### src/sv/fpfa_pkg.sv
// Shared types and codes for the fixed-partition fit allocator.
`timescale 1ns / 1ps

package fpfa_pkg;

	// Fixed widths of configuration and totals
	localparam int CNT_W = 7;
	localparam int TOT_W = 22;
	localparam int FIT_W = 2;
	localparam int CFG_DATA_W = 7;

	// Input actions
	typedef enum logic [1:0] {
		ACT_LOAD    = 2'd0,
		ACT_PLACE   = 2'd1,
		ACT_RESTART = 2'd2,
		ACT_NONE    = 2'd3
	} action_e;

	// Result status codes
	typedef enum logic [2:0] {
		STAT_PLACED    = 3'd0,
		STAT_NO_FIT    = 3'd1,
		STAT_LOADED    = 3'd2,
		STAT_RESTARTED = 3'd3,
		STAT_RANGE     = 3'd4
	} status_e;

	// Placement policies; the spare code acts as first fit
	typedef enum logic [1:0] {
		FIT_FIRST = 2'd0,
		FIT_BEST  = 2'd1,
		FIT_WORST = 2'd2
	} fit_e;

	// Configuration register indexes
	typedef enum logic {
		CFG_FIT_MODE   = 1'b0,
		CFG_PART_COUNT = 1'b1
	} cfg_idx_e;

	// Sequencer states
	typedef enum logic [1:0] {
		ST_IDLE,
		ST_SCAN,
		ST_FINISH
	} state_e;

	// Broadcast commands from the sequencer to every cell
	typedef struct packed {
		logic ld;
		logic clr;
		logic mark;
	} cell_cmd_t;

	// Flags carried by the scan token
	typedef struct packed {
		logic place;
		logic found;
	} tok_flags_t;

endpackage

### src/sv/fpfa_cell.sv
// One partition cell: holds a size and a used mark, updates the passing scan token.
`timescale 1ns / 1ps

module fpfa_cell #(
	parameter int MAX_PARTITIONS = 64,
	parameter int SIZE_BITS = 16,
	parameter int IDX = 0
) (
	input  logic                          clk,
	input  logic                          arst_n,
	input  fpfa_pkg::cell_cmd_t           cmd,
	input  logic [$clog2(MAX_PARTITIONS)-1:0] ld_idx,
	input  logic [SIZE_BITS-1:0]          ld_size,
	input  logic [$clog2(MAX_PARTITIONS)-1:0] mark_idx,
	input  logic [fpfa_pkg::FIT_W-1:0]    fit_mode,
	input  logic [fpfa_pkg::CNT_W-1:0]    part_count,
	input  fpfa_pkg::tok_flags_t          tin_flags,
	input  logic [SIZE_BITS-1:0]          tin_req,
	input  logic [$clog2(MAX_PARTITIONS)-1:0] tin_idx,
	input  logic [SIZE_BITS-1:0]          tin_size,
	input  logic [fpfa_pkg::TOT_W-1:0]    tin_acc,
	output fpfa_pkg::tok_flags_t          tout_flags,
	output logic [SIZE_BITS-1:0]          tout_req,
	output logic [$clog2(MAX_PARTITIONS)-1:0] tout_idx,
	output logic [SIZE_BITS-1:0]          tout_size,
	output logic [fpfa_pkg::TOT_W-1:0]    tout_acc
);

	localparam int IDX_W = $clog2(MAX_PARTITIONS);
	localparam int EW = (IDX_W + 1 > fpfa_pkg::CNT_W) ? IDX_W + 1 : fpfa_pkg::CNT_W;
	localparam logic [IDX_W-1:0] MY_IDX = IDX_W'(IDX);

	logic [SIZE_BITS-1:0] size_q;
	logic                 used_q;
	logic                 active;
	logic                 avail;
	logic                 fits;
	logic                 better;
	logic                 take;

	// Partition size, written by a load
	always_ff @(posedge clk) begin
		if (cmd.ld && ld_idx == MY_IDX) begin
			size_q <= ld_size;
		end
	end

	// Used mark: set at reset and on placement, cleared by restart
	always_ff @(posedge clk or negedge arst_n) begin
		if (!arst_n) begin
			used_q <= 1'b1;
		end else if (cmd.clr) begin
			used_q <= 1'b0;
		end else if (cmd.mark && mark_idx == MY_IDX) begin
			used_q <= 1'b1;
		end
	end

	// Candidate test against the token
	always_comb begin
		active = EW'(IDX) < EW'(part_count);
		avail  = active && !used_q;
		fits   = avail && (size_q >= tin_req);
		case (fit_mode)
			fpfa_pkg::FIT_BEST:  better = size_q < tin_size;
			fpfa_pkg::FIT_WORST: better = size_q > tin_size;
			default:             better = 1'b0;
		endcase
		take = tin_flags.place && fits && (!tin_flags.found || better);
	end

	// Token register handed to the next cell
	always_ff @(posedge clk) begin
		tout_flags.place <= tin_flags.place;
		tout_flags.found <= tin_flags.found || take;
		tout_req         <= tin_req;
		tout_idx         <= take ? MY_IDX : tin_idx;
		tout_size        <= take ? size_q : tin_size;
		tout_acc         <= tin_acc + (avail ? fpfa_pkg::TOT_W'(size_q) : '0);
	end

endmodule

### config.mk
export PLATFORM = sky130hd
export DESIGN_NAME = fpfa_cell
export DESIGN_NICKNAME = d
export VERILOG_FILES = /design/src/sv/fpfa_pkg.sv /design/src/sv/fpfa_cell.sv
export SDC_FILE = /design/constraint.sdc
export NUM_CORES = 1
export LEC_CHECK = 0
export BUFFER_PORTS_ARGS = -buffer_cell sky130_fd_sc_hd__buf_2
export CAP_MARGIN = 40
export CORE_UTILIZATION = 48
export CTS_CLUSTER_DIAMETER = 200
export DETAILED_ROUTE_END_ITERATION = 16
export PLACE_DENSITY = 0.8
export SYNTH_ARGS = -nofsm -noshare
export SYNTH_HDL_FRONTEND = slang
export SYNTH_SLANG_ARGS = --single-unit
### constraint.sdc
create_clock -name clk -period 3.8 [get_ports clk]
set_clock_uncertainty 0.1 [all_clocks]
set_input_delay 0.76 -clock clk [delete_from_list [all_inputs] [get_ports clk]]
set_output_delay 0.76 -clock clk [all_outputs]
set_load 0.005 [all_outputs]
==> out/results.tsv <==
metric	value	unit
status	completed	
Multi-input gate area	1990	sq um
starting density of the core	50.1	%
fin cells	648	
yosys synthesis warning count	0	
dpl hpwl	7380	microns
clk buf depth	2	
CP Buf/Inv Count	2	
DR pass1 iterations	7	
Slew Viols, Final	0	
f_max	297	MHz
WP depth	13	
r2r setup slk	0.71	ns
unrepaired setup endpoints after global routing	no	
Async SR Flop Fraction	1.27	%
Period minus WS final	3.37	ns
initial antenna violation count	0	
CTS resizes	0	
Fillers	650	
power per cell area	384	nW/um^2
first-pass GRT wire length	14200	microns
number of max-cap violations	0	
Net Sw Frac	23.0	%
Placed Cells	632	
area share of the largest cell type after synthesis	31.7	%
port bufs	165	
die area	8520	sq um
Routed WL per cell	14.0	microns
die width	92.3	microns
Mapped Area	3910	sq um
final hold slack	0.240	ns
sequential-to-total area share from yosys stat	44.7	%
DRC Markers	0	
TritonCTS clock tree	done	
Area contributors post-synth	dfxtp_1, ha_1, edfxtp_1, mux2_4, inv_1	
Die H	92.3	microns
Tot Pwr	1.96	mW
Sw Pwr	450	uW
Synth-to-Final Area Change	30.4	%
Congestion Overflow GR	0	
Worst-path clk slew	0.08	ns
total wire length	9060	microns
vias post-DR	3276	
Clk network pwr share	37.6	%
cell taking the most area after synthesis	dfxtp_1	
Post CTS Setup Buffer Count	0	
core area	7810	sq um
FF+latch count, synth	79	
design area	5100	sq um
TritonCTS Buffers	9	
CP max stage cell	nor4_2	
CP arrival	3.55	ns
Final ANT Viol Nets	0	
nature of the critical path endpoint	register	
H-tree depth	3	
WP data required	3.98	ns
number of diodes	0	
clk_lat worst skew	0.35	ns
Hold Crit Class	input pin to async pin	
CTS root buffer	clkbuf_8	
Final Hold Fails	0	
worst-path cell chain	buf_2 > nor4_2 > a21oi_4 > nand2_1 > inv_1 > ha_1 > a21o_1 > a21oi_1 > o21ai_0 > a31oi_1 > o21bai_1 > a221oi_1 > xnor2_1	
Setup crit start kind	input pin	
internal power	1.51	mW
sequential power share	47.2	%
Setup CP Type	input pin to register	
top_reg_cell synth	dfxtp_1	
crit-path max FO	19	
via density per instance	5.06	
Logic pwr share	15.2	%
Syn Nets	521	
First DRT Iteration DRCs	108	
layout cells sized above 1	37.7	%
CTS Sinks	79	
std cell rows	32	
Final Net Count	696	
Reg2Reg Depth	12	
setup ws final	0.435	ns
vias in the first global route	3299	
Post-Place Setup Slack	-0.0523	ns
RePlAce Congestion	0.871	
Post-synth EDFFs	16	
Worst-Margin Slew	0.445	ns
Pleak	2.61	nW
Reg area	1750	sq um
largest net degree at the start of global routing	23	
Slew headroom	70.1	%
DP Area	4850	sq um
Max IR drop VDD	179	uV
Hold Buf Count CTS	0	
mean post-synth cell area	10.7	sq um
kind of cell adding the most delay to the critical path	compound AO/OA/AOI/OAI gates	
crit share post-route	88.6	%
Finish-stage setup viols	0	
total track usage	21.7	%
biggest cell delay along the critical path	0.36	ns
# IOs	166	
Synth cell types	48	
Cells after Synth	366	
-- kinds of logic (layout without fill, tap and decap cells) --
kind of cell | after synthesis | in the layout | synth area share, %
AO/OA/AOI/OAI | 68 | 68 | 11.2
AND/OR/NAND/NOR | 87 | 87 | 12.2
XOR/XNOR | 19 | 19 | 4.25
buffers and inverters | 45 | 225 | 4.92
flip-flops | 79 | 79 | 44.7
adder cells (fa/ha/maj) | 51 | 51 | 16.5
multiplexers | 17 | 17 | 6.20
-- power by group through the flow --
stage	registers, mW	clock network [mW]	logic (mW)
2_1_floorplan	0.954	0	0.145
3_3_place_gp	0.942	0	0.285
3_5_place_dp	0.944	0	0.295
4_1_cts	0.925	0.752	0.297
5_1_grt	0.929	0.787	0.330
6_report	0.924	0.737	0.297
-- worst reg2reg max path, delay by kind of cell (launching register included) --
| kind | cells | cell delay, ns |
|---|---|---|
| xor+xnor | 1 | 0.14 |
| simple gates | 3 | 0.46 |
| buf+inv | 1 | 0.06 |
| fa+ha+maj | 2 | 0.57 |
| compound gates | 5 | 1.26 |
| flops | 1 | 0.39 |
-- cells in the final DEF, fill, tap and decap left out, types with 2 or more instances in the layout --
cell type | synthesis | layout
edfxtp_1 | 16 | 16
mux2_2 | 2 | 2
mux2_4 | 14 | 14
inv_1 | 42 | 42
xor2_1 | 5 | 5
nor3_1 | 4 | 4
clkbuf_8 | 0 | 9
xnor2_1 | 14 | 14
dfxtp_1 | 62 | 62
o21bai_1 | 2 | 2
and2_1 | 21 | 21
o31ai_1 | 4 | 4
ha_1 | 50 | 50
nand3_1 | 9 | 9
a21o_1 | 10 | 10
nand2b_1 | 3 | 3
nor4_2 | 1 | 3
nor2_1 | 10 | 10
nand2_1 | 17 | 17
buf_4 | 0 | 2
o21ai_0 | 11 | 11
o21a_1 | 4 | 4
buf_2 | 0 | 165
or3_1 | 2 | 2
a21oi_1 | 22 | 22
a31oi_1 | 4 | 4
nand4_1 | 8 | 8
clkbuf_1 | 1 | 2
a211oi_1 | 3 | 3
nor2b_1 | 3 | 3
bufinv_16 | 0 | 3
-- worst paths after layout --
check | from | end
worst max register to register | used_q | tout_acc[18]
worst max-delay path | part_count[2] | tout_acc[15]
max in group asynchronous | arst_n | used_q
worst min register to register | used_q | used_q
min in group clk | tin_req[14] | tout_req[14]
worst min-delay path | arst_n | used_q
-- stage by stage --
step                      TNS [ns]  utilization [%]
after floorplan                  0                -
after global placement           0             62.1
after detailed placement   -0.0957             62.1
after CTS                        0             65.2
after global routing             0             65.4
final                            0             65.4
-- state kept, by name, indices dropped and copies added (netlist names) --
signal      count
size_q         16
tout_acc       22
tout_flags      2
tout_idx        6
tout_req       16
tout_size      16
used_q          1
-- layer usage --
layer	global-route usage (%)	share of wire (%)
met3	3.73	5.6
met2	39.6	51
met4	11.8	2.9
met5	0	0
met1	23.8	40
-- cells in the mapped netlist, drive strengths merged (4+ instances only) --
library cell / number
o21ai: 11
a31oi: 4
and2: 21
inv: 42
dfxtp: 62
nor2: 10
a21oi: 23
o21a: 4
nor3: 4
nand3: 10
nand4: 8
xor2: 5
mux2: 16
edfxtp: 16
ha: 50
nand2: 17
xnor2: 14
a21o: 10
o31ai: 4
-- layout make-up --
type,instances,share of cell area [%]
multi-input combinational,242,39.0
clock inverter,5,2.08
sequential,79,34.2
tap,102,2.50
clock buffer,11,2.57
timing repair buffer,167,16.5
inverter,42,3.09
(Power assumes the default switching activity.)
